[src/sv/dcs_pkg.sv]
package dcs_pkg;

	localparam int MAX_POINTS_DEF = 256;
	localparam int TOL_W          = 16;
	localparam int TIE_W          = 9;
	localparam int ONE_Q14        = 16384;

	typedef struct packed {
		logic signed [31:0] depth;
		logic signed [31:0] pos_x;
		logic signed [31:0] pos_y;
		logic signed [31:0] pos_z;
		logic signed [15:0] norm_x;
		logic signed [15:0] norm_y;
		logic signed [15:0] norm_z;
		logic               last;
		logic               no_point;
	} pts_word_t;

	typedef struct packed {
		logic signed [31:0] best_depth;
		logic signed [31:0] out_pos_x;
		logic signed [31:0] out_pos_y;
		logic signed [31:0] out_pos_z;
		logic signed [15:0] out_norm_x;
		logic signed [15:0] out_norm_y;
		logic signed [15:0] out_norm_z;
		logic [TIE_W-1:0]   tie_count;
		logic               empty_error;
	} res_word_t;

endpackage

[src/sv/dcs_if.sv]
interface dcs_pts_if;
	import dcs_pkg::*;
	logic      valid;
	logic      ready;
	pts_word_t data;
	modport source(output valid, output data, input ready);
	modport sink(input valid, input data, output ready);
endinterface

interface dcs_res_if;
	import dcs_pkg::*;
	logic      valid;
	logic      ready;
	res_word_t data;
	modport source(output valid, output data, input ready);
	modport sink(input valid, input data, output ready);
endinterface

[src/sv/deepest_contact_select_core.sv]
// Channel   Direction  Word
// points    in         one contact point (or a closing word) per handshake
// result    out        one selection result per closed set
// tol_we    in         write of tie_tolerance, no handshake
//
// A point word is taken on its handshake. A closing word of an empty set
// gives an empty_error result without a pass; any other starts a finishing
// pass through one shared subtract-and-compare unit: three position divisions
// of NUMW quotient bits each (NUMW is 46 by default), three squaring steps, a
// square root and three normal divisions, or only the position divisions when
// no normalisation is needed. The result is offered in the cycle after the
// pass ends. The points channel is not ready during that pass or while a
// result waits. Reset clears the set state and sets tie_tolerance to one.
module deepest_contact_select_core #(
	parameter int MAX_POINTS = dcs_pkg::MAX_POINTS_DEF
) (
	input  logic                      clk,
	input  logic                      arst_n,
	input  logic                      tol_we,
	input  logic [dcs_pkg::TOL_W-1:0] tol_data,
	dcs_pts_if.sink                   points,
	dcs_res_if.source                 result
);
	import dcs_pkg::*;

	localparam int TIE_CAP = (MAX_POINTS < 511) ? MAX_POINTS : 511;
	localparam int CW      = $clog2(TIE_CAP + 1);
	localparam int PSW     = 32 + CW;
	localparam int NSW     = 16 + CW;
	localparam int NUMW    = (PSW + 1 > NSW + 21) ? PSW + 1 : NSW + 21;
	localparam int BW      = $clog2(NUMW + 1);
	localparam int RW      = 36;

	typedef enum logic [3:0] {
		S_IDLE, S_PLD, S_PDIV, S_SQ, S_SQA, S_RLD, S_ROOT, S_NLD, S_NDIV, S_OUT
	} state_t;

	state_t                 state_q;
	logic [TOL_W-1:0]       tol_q;
	logic signed [31:0]     best_q;
	logic signed [PSW-1:0]  psum_q [3];
	logic signed [NSW-1:0]  nsum_q [3];
	logic [CW-1:0]          cnt_q;
	logic                   seen_q;
	logic [1:0]             idx_q;
	logic [NUMW-1:0]        num_q;
	logic [NUMW-1:0]        quo_q;
	logic [RW-1:0]          rem_q;
	logic [31:0]            root_q;
	logic [63:0]            l2_q;
	logic [2*NSW-1:0]       prod_q;
	logic [BW-1:0]          bit_q;
	logic                   neg_q;
	res_word_t              res_q;

	pts_word_t              pw;
	logic signed [33:0]     d_up;
	logic signed [33:0]     d_dn;
	logic                   restart;
	logic                   tie;
	logic                   acc;
	logic [RW-1:0]          op_a;
	logic [RW-1:0]          op_b;
	logic [RW-1:0]          op_d;
	logic                   op_ge;
	logic [NUMW-1:0]        qf;
	logic signed [PSW-1:0]  ps_cur;
	logic signed [NSW-1:0]  ns_cur;
	logic [PSW-1:0]         ps_abs;
	logic [NSW-1:0]         ns_abs;
	logic [15:0]            nsat;
	logic                   nzero;

	assign pw           = points.data;
	assign acc          = points.valid && points.ready;
	assign points.ready = (state_q == S_IDLE);
	assign result.valid = (state_q == S_OUT);
	assign result.data  = res_q;

	assign d_up    = 34'(pw.depth) - 34'(best_q);
	assign d_dn    = 34'(best_q) - 34'(pw.depth);
	assign restart = !seen_q || (d_up > $signed({18'd0, tol_q}));
	assign tie     = (d_dn <= $signed({18'd0, tol_q}));

	assign ps_cur = psum_q[idx_q];
	assign ns_cur = nsum_q[idx_q];
	assign ps_abs = ps_cur[PSW-1] ? PSW'(-ps_cur) : PSW'(ps_cur);
	assign ns_abs = ns_cur[NSW-1] ? NSW'(-ns_cur) : NSW'(ns_cur);
	assign nzero  = (nsum_q[0] == '0) && (nsum_q[1] == '0) && (nsum_q[2] == '0);

	always_comb begin
		if (state_q == S_ROOT) begin
			op_a = {rem_q[RW-3:0], l2_q[63:62]};
			op_b = RW'({root_q, 2'b01});
		end else begin
			op_a = {rem_q[RW-2:0], num_q[NUMW-1]};
			op_b = (state_q == S_PDIV) ? RW'(cnt_q) : RW'(root_q);
		end
		op_ge = (op_a >= op_b);
		op_d  = op_a - op_b;
	end

	assign qf = {quo_q[NUMW-2:0], op_ge};

	always_comb begin
		if (!neg_q) begin
			nsat = (qf > NUMW'(32767)) ? 16'h7FFF : qf[15:0];
		end else begin
			nsat = (qf > NUMW'(32768)) ? 16'h8000 : 16'(-qf[15:0]);
		end
	end

	always_ff @(posedge clk or negedge arst_n) begin
		if (!arst_n) begin
			state_q <= S_IDLE;
			tol_q   <= TOL_W'(1);
			best_q  <= '0;
			for (int i = 0; i < 3; i++) begin
				psum_q[i] <= '0;
				nsum_q[i] <= '0;
			end
			cnt_q   <= '0;
			seen_q  <= 1'b0;
			idx_q   <= '0;
			num_q   <= '0;
			quo_q   <= '0;
			rem_q   <= '0;
			root_q  <= '0;
			l2_q    <= '0;
			prod_q  <= '0;
			bit_q   <= '0;
			neg_q   <= 1'b0;
			res_q   <= '0;
		end else begin
			if (tol_we) begin
				tol_q <= tol_data;
			end
			case (state_q)
				S_IDLE: begin
					if (acc) begin
						if (!pw.no_point) begin
							if (restart) begin
								best_q    <= pw.depth;
								psum_q[0] <= PSW'(pw.pos_x);
								psum_q[1] <= PSW'(pw.pos_y);
								psum_q[2] <= PSW'(pw.pos_z);
								nsum_q[0] <= NSW'(pw.norm_x);
								nsum_q[1] <= NSW'(pw.norm_y);
								nsum_q[2] <= NSW'(pw.norm_z);
								cnt_q     <= CW'(1);
								seen_q    <= 1'b1;
							end else if (tie && (cnt_q < CW'(TIE_CAP))) begin
								psum_q[0] <= psum_q[0] + PSW'(pw.pos_x);
								psum_q[1] <= psum_q[1] + PSW'(pw.pos_y);
								psum_q[2] <= psum_q[2] + PSW'(pw.pos_z);
								nsum_q[0] <= nsum_q[0] + NSW'(pw.norm_x);
								nsum_q[1] <= nsum_q[1] + NSW'(pw.norm_y);
								nsum_q[2] <= nsum_q[2] + NSW'(pw.norm_z);
								cnt_q     <= cnt_q + CW'(1);
							end
						end
						if (pw.last) begin
							if (!seen_q && pw.no_point) begin
								res_q   <= {($bits(res_word_t) - 1)'(0), 1'b1};
								state_q <= S_OUT;
							end else begin
								idx_q   <= '0;
								state_q <= S_PLD;
							end
						end
					end
				end
				S_PLD: begin
					num_q   <= NUMW'(ps_abs) + NUMW'(cnt_q >> 1);
					neg_q   <= ps_cur[PSW-1];
					rem_q   <= '0;
					quo_q   <= '0;
					bit_q   <= BW'(NUMW);
					state_q <= S_PDIV;
				end
				S_PDIV: begin
					rem_q <= op_ge ? op_d : op_a;
					quo_q <= qf;
					num_q <= {num_q[NUMW-2:0], 1'b0};
					bit_q <= bit_q - BW'(1);
					if (bit_q == BW'(1)) begin
						case (idx_q)
							2'd0:    res_q.out_pos_x <= neg_q ? 32'(-qf) : 32'(qf);
							2'd1:    res_q.out_pos_y <= neg_q ? 32'(-qf) : 32'(qf);
							default: res_q.out_pos_z <= neg_q ? 32'(-qf) : 32'(qf);
						endcase
						if (idx_q != 2'd2) begin
							idx_q   <= idx_q + 2'd1;
							state_q <= S_PLD;
						end else begin
							res_q.best_depth  <= best_q;
							res_q.tie_count   <= TIE_W'(cnt_q);
							res_q.empty_error <= 1'b0;
							idx_q             <= '0;
							l2_q              <= '0;
							if (cnt_q <= CW'(1)) begin
								res_q.out_norm_x <= 16'(nsum_q[0]);
								res_q.out_norm_y <= 16'(nsum_q[1]);
								res_q.out_norm_z <= 16'(nsum_q[2]);
								state_q          <= S_OUT;
							end else if (nzero) begin
								res_q.out_norm_x <= 16'(ONE_Q14);
								res_q.out_norm_y <= '0;
								res_q.out_norm_z <= '0;
								state_q          <= S_OUT;
							end else begin
								state_q <= S_SQ;
							end
						end
					end
				end
				S_SQ: begin
					prod_q  <= (2*NSW)'(ns_cur * ns_cur);
					state_q <= S_SQA;
				end
				S_SQA: begin
					l2_q <= l2_q + 64'(prod_q);
					if (idx_q != 2'd2) begin
						idx_q   <= idx_q + 2'd1;
						state_q <= S_SQ;
					end else begin
						state_q <= S_RLD;
					end
				end
				S_RLD: begin
					l2_q    <= l2_q << 14;
					rem_q   <= '0;
					root_q  <= '0;
					bit_q   <= BW'(32);
					state_q <= S_ROOT;
				end
				S_ROOT: begin
					rem_q  <= op_ge ? op_d : op_a;
					root_q <= {root_q[30:0], op_ge};
					l2_q   <= l2_q << 2;
					bit_q  <= bit_q - BW'(1);
					if (bit_q == BW'(1)) begin
						idx_q   <= '0;
						state_q <= S_NLD;
					end
				end
				S_NLD: begin
					num_q   <= (NUMW'(ns_abs) << 21) + NUMW'(root_q >> 1);
					neg_q   <= ns_cur[NSW-1];
					rem_q   <= '0;
					quo_q   <= '0;
					bit_q   <= BW'(NUMW);
					state_q <= S_NDIV;
				end
				S_NDIV: begin
					rem_q <= op_ge ? op_d : op_a;
					quo_q <= qf;
					num_q <= {num_q[NUMW-2:0], 1'b0};
					bit_q <= bit_q - BW'(1);
					if (bit_q == BW'(1)) begin
						case (idx_q)
							2'd0:    res_q.out_norm_x <= nsat;
							2'd1:    res_q.out_norm_y <= nsat;
							default: res_q.out_norm_z <= nsat;
						endcase
						if (idx_q != 2'd2) begin
							idx_q   <= idx_q + 2'd1;
							state_q <= S_NLD;
						end else begin
							state_q <= S_OUT;
						end
					end
				end
				S_OUT: begin
					seen_q <= 1'b0;
					cnt_q  <= '0;
					best_q <= '0;
					if (result.ready) begin
						state_q <= S_IDLE;
					end
				end
				default: begin
					state_q <= S_IDLE;
				end
			endcase
		end
	end

endmodule

[src/flat_wrapper.sv]
// flat-port wrapper written by rule: the top's interface ports become plain ports
module deepest_contact_select_core_flat import dcs_pkg::*;
#(
	parameter int MAX_POINTS = dcs_pkg::MAX_POINTS_DEF
)
  (clk, arst_n, tol_we, tol_data, points_valid, points_data, points_ready, result_valid, result_data, result_ready);
  dcs_pts_if points_i ();
  dcs_res_if result_i ();
  input  logic clk;
  input  logic arst_n;
  input  logic tol_we;
  input  logic [dcs_pkg::TOL_W-1:0] tol_data;
  input wire logic [$bits(points_i.valid)-1:0] points_valid;
  input wire logic [$bits(points_i.data)-1:0] points_data;
  output wire logic [$bits(points_i.ready)-1:0] points_ready;
  output wire logic [$bits(result_i.valid)-1:0] result_valid;
  output wire logic [$bits(result_i.data)-1:0] result_data;
  input wire logic [$bits(result_i.ready)-1:0] result_ready;
  assign points_i.valid = points_valid;
  assign points_i.data = points_data;
  assign points_ready = points_i.ready;
  assign result_valid = result_i.valid;
  assign result_data = result_i.data;
  assign result_i.ready = result_ready;
  deepest_contact_select_core #(.MAX_POINTS(MAX_POINTS)) u_core (.clk(clk), .arst_n(arst_n), .tol_we(tol_we), .tol_data(tol_data), .points(points_i), .result(result_i));
endmodule
[config.mk]
export PLATFORM = sky130hd
export DESIGN_NAME = deepest_contact_select_core_flat
export DESIGN_NICKNAME = d
export VERILOG_FILES = /design/src/sv/dcs_pkg.sv /design/src/sv/dcs_if.sv /design/src/sv/deepest_contact_select_core.sv /design/src/flat_wrapper.sv
export SDC_FILE = /design/constraint.sdc
export NUM_CORES = 2
export LEC_CHECK = 0
export BUFFER_PORTS_ARGS = -buffer_cell sky130_fd_sc_hd__buf_4
export CAP_MARGIN = 20
export CORE_MARGIN = 8
export CORE_UTILIZATION = 55
export CTS_CLUSTER_DIAMETER = 100
export CTS_CLUSTER_SIZE = 12
export DETAILED_ROUTE_END_ITERATION = 7
export PLACE_DENSITY = 0.8
export SLEW_MARGIN = 25
export SYNTH_ARGS = -nofsm -noshare
export SYNTH_HDL_FRONTEND = slang
export SYNTH_SLANG_ARGS = --single-unit
export TNS_END_PERCENT = 5
[constraint.sdc]
create_clock -name clk -period 20.4 [get_ports clk]
set_input_delay 1.02 -clock clk [delete_from_list [all_inputs] [get_ports clk]]
set_output_delay 1.02 -clock clk [all_outputs]
set_load 0.05 [all_outputs]
Word level (Yosys, flattened, before mapping). Cells that the tools add are included.

Shift-type cells: 0. Magnitude comparators: 8. Div/mod/pow operators: 0. Muxes and demuxes: 82. Equal/unequal tests: 31. Multipliers: 1. Add/subtract/negate cells: 19. Bitwise logic cells: 2. Reductions and logical operators: 42.

Operators with widths (number): $mux 186 (4); $mux 32 (9); $pmux 128 s2 (1); $pmux 64 s4 (1); $mux 123 (2); $mux 75 (2); $mux 48 (3); $pmux 48 s3 (1); $pmux 46 s3 (1); $mux 64 (2); $pmux 32 s2 (2); $add 41x32->41 (3); $mux 41 (3); $mux 16 (6); $pmux 45 s2 (1); $bmux 41 s2 (1); $add 25x16->25 (3); $logic_not 25->1 (3); $mux 25 (3); $pmux 35 s2 (1); $sub 32x32->33 (2); $add 64x50->64 (1); $mux 58 (1); $bmux 25 s2 (1); 61 further kinds (128).

Bits in writable memories: 0. Bits in latches: 0. Word-level logic and storage cells: 214. Memories: 0. Flip-flop bits (word level): 727. Output and inout bits: 188. ROM bits: 0. Bits of input ports: 199.

Depth between registers and ports, before layout.
Depth after elaboration: 10. Gate-level depth with buffers: 42.

Worst setup path before layout. OpenSTA, ideal clock, no wires.

Kind: register to register. Start: reg u_core.idx_q[1]. End: reg u_core.prod_q[48]. Library setup time: 0.135 ns. Slack: 10.960 ns. Period minus slack after synthesis: 9.440 ns. Required time: 20.265 ns. Arrival time: 9.305 ns. Stages on the path, launching flop included: 38. Cells stage by stage: dfrtp_1 buf_6 nor2b_4 buf_6 buf_6 buf_6 buf_6 buf_6 buf_2 a21oi_1 clkbuf_1 clkbuf_1 buf_1 buf_1 nor2_1 fa_1 inv_1 fa_1 (+2 left out) fa_1 fa_1 fa_1 inv_1 fa_1 inv_1 ha_1 clkbuf_1 a21oi_1 nor2b_1 o21a_1 nor2_1 o21ai_0 a21o_1 a2111o_1 a31oi_1 xor2_1 o21ai_0.

Cells in the longest elaborated chain, start to end: 5.

RTL lines: start, declared (line deepest_contact_select_core.sv:45) `logic [1:0] idx_q;`; start signal, assigned (line deepest_contact_select_core.sv:193) `idx_q <= idx_q + 2'd1;`; start signal, assigned (line deepest_contact_select_core.sv:224) `idx_q <= idx_q + 2'd1;`; start signal, assigned (line deepest_contact_select_core.sv:267) `idx_q <= idx_q + 2'd1;`; $not 2->3 (implied by the code) (line deepest_contact_select_core.sv:86) `assign ns_cur = nsum_q[idx_q];`; $bmux 25 s2 (line deepest_contact_select_core.sv:86); $mux 25 (implied by the code) (2 in series) (line deepest_contact_select_core.sv:86); $mul 25x25->50 (line deepest_contact_select_core.sv:218) `prod_q <= (2*NSW)'(ns_cur * ns_cur);`; end signal, assigned (line deepest_contact_select_core.sv:218); end, declared (line deepest_contact_select_core.sv:51) `logic [2*NSW-1:0] prod_q;`.

Every way passes these cells. The select of a mux whose other input is x is not followed. A chain may end at the register's enable or synchronous reset.

Worst setup path after layout. Ends and elaborated chain as after synthesis.

==> metrics.cfg <==
[run_status]
status = complete, but fails checks
violations = DRC

[place]
dp_hpwl_um = 185000
port_buffers = 386
dp_worst_setup_slack_ps = 9670
finalWeightedCongestion = 0.963

[logic_synthesis]
synth_ff_type = dfrtp_1
synth_cell_types = 104
netlist_area_sq_mm = 0.0750
yosysWarnings = 0
syn-instance-count = 8808
synth_area_leader_cell = dfrtp_1
async_flop_share_pct = 100
synth_enable_flop_cells = 0
seq_area_frac_synth_pct = 24.2
synth_area_leaders = dfrtp_1 (24%), fa_1 (17%), ha_1 (9.2%)
synth-seq-cells = 726
avgSynthCellArea_sq_um = 8.51
synth_fp_nets = 10183
yosysTopAreaCellShare_pct = 24.2

[critical_path]
cp-end-kind = flop
arrival_ps = 11490
cp_slowest_cell = dfrtp_2
start_kind = flop
criticalPathCategory = flop to flop
ff2ff_setup_slack_ps = 9440
cpLargestDelayFamily = adder cells
cp_num_buf_inv = 6
crit_required_ps = 20930
crit_path_frequent_cell = fa_1
crit_path_max_incr_delay_ps = 840
crit_fanout = 60

[floorplanning]
die_y_um = 385
rows = 135
initial_utilization_pct = 55.4
die_w_um = 385
core_sq_mm = 0.135
io-pin-count = 387
die_area_sq_mm = 0.148

[cts]
cts_sinks = 726
cts_max_path_buffers = 3
cts_tree = done
root_buffer = clkbuf_16
path_clk_slew_ps = 80
numCtsBuffers = 73
clk-insertion-delay-late_ps = 710
post_cts_resized = 0
post_cts_buffers = 0
cts_max_level = 3
cts_hold_buf = 0

[sta]
min_period_ps = 10960
drv_slew = 0
setup_violations = 0
layout_setup_ws_ps = 9440
final.setup.tns_ps = 0
rsz0062_at_grt = false
fin_skew_ps = 50.3
hold_violations = 0
finalCritPeriodShare_pct = 53.7
fmax_ghz = 0.0913
slew_headroom_pct = 20.2
worst_slew_pin_slew_ps = 1190

[detailed_routing]
drt_iter0_markers = 6052
drtAntennaViolNets = 0
drc = 10
drt_first_pass_iters = 8
viasPerCell = 6.23
vias = 67081
wl_per_cell_um = 22.2
wirelength_um = 239000

[run]
maxCapViolations = 0

[cells_and_area]
nFillCells = 11661
final_common_cell = nand2_1
drive_gt1_share_pct = 7.53
layout_common_cells = nand2_1 (1087), inv_1 (979), dfrtp_1 (723), nor2_1 (701), fa_1 (625)
nets = 10319
syn_to_final_growth_pct = 8.61

[global_routing]
grt_start_max_net_pins = 236
track_usage_pct = 31.8
grt_pass1_vias = 66789
grt_overflow_total = 0
grt_antenna_before_repair = 28
grt_pass1_wl_um = 376000

[worst_hold_path]
hold_class = input pin to async pin

## area by class of cell
cell class | count | area, sq um | area share, %
Multi-Input combinational cell | 6673 | 51500 | 63.3
Clock buffer | 85 | 1920 | 2.36
Antenna cell | 28 | 70.1 | 0.0861
Tap cell | 1781 | 2230 | 2.74
Clock inverter | 12 | 125 | 0.154
Inverter | 995 | 3730 | 4.59
Sequential cell | 726 | 18200 | 22.3
Timing Repair Buffer | 475 | 3620 | 4.45
## synthesized netlist by cell type (152+ instances only)
| master | count |
|---|---|
| ha_1 | 551 |
| nand2_1 | 1088 |
| a21oi_1 | 565 |
| nor2_1 | 707 |
| dfrtp_1 | 725 |
| a31oi_1 | 167 |
| xnor2_1 | 306 |
| clkbuf_1 | 306 |
| o21ai_0 | 621 |
| xor2_1 | 152 |
| inv_1 | 979 |
| fa_1 | 625 |
| a21o_1 | 217 |
## routing by layer
| metal | up-vias | wire (um) | track usage, % |
|---|---|---|---|
| met1 | 32850 | 92900 | 40.2 |
| met5 | - | 27 | 0 |
| met4 | 4 | 13800 | 16.7 |
| li1 | 30503 | - | - |
| met3 | 693 | 22100 | 6.75 |
| met2 | 3031 | 110000 | 51.3 |
## path summary, 6_finish.rpt
path | cells past startpoint | end | from
worst max-delay path | 30 | u_core.prod_q[48] | u_core.idx_q[1]
worst min-delay path | 1 | u_core.best_q[0] | arst_n
worst max register to register | 30 | u_core.prod_q[48] | u_core.idx_q[1]
worst min register to register | 2 | u_core.result.data[134] | u_core.result.data[134]
max in group asynchronous | 4 | u_core.prod_q[40] | arst_n
min in group clk | 2 | u_core.result.data[134] | u_core.result.data[134]
## kinds of logic after synthesis
group / share of synthesized area (%)
muxes: 1.55
and+or+nand+nor: 14.9
buffers and inverters: 7.29
DFF: 24.2
xor gates and xnor gates: 5.35
AOI/OAI and AO/OA: 20.8
adders and majority gates: 25.9
## state kept, by name, summed over array words and instances (netlist names), 35 cells and up
| register | flops |
|---|---|
| u_core.l2_q | 64 |
| u_core.quo_q | 45 |
| u_core.num_q | 46 |
| u_core.prod_q | 49 |
| u_core.nsum_q | 75 |
| u_core.psum_q | 123 |
| u_core.result.data | 186 |
| u_core.rem_q | 35 |
## metrics by stage
stage / util, % / instance area (sq um) / hold WS (ps) / cells
5_1_grt: 60.2 / 81400 / 409 / 10768
4_1_cts: 60.1 / 81300 / 341 / 10746
3_5_place_dp: 58.6 / 79200 / 471 / 10649
6_report: 60.2 / 81400 / 313 / 10775
3_3_place_gp: 58.6 / 79200 / 463 / 10649
2_1_floorplan: - / 75000 / 450 / 8808
Power is not shown: default switching activity piles up to over one toggle a cycle in this logic, so the estimate is an artifact.
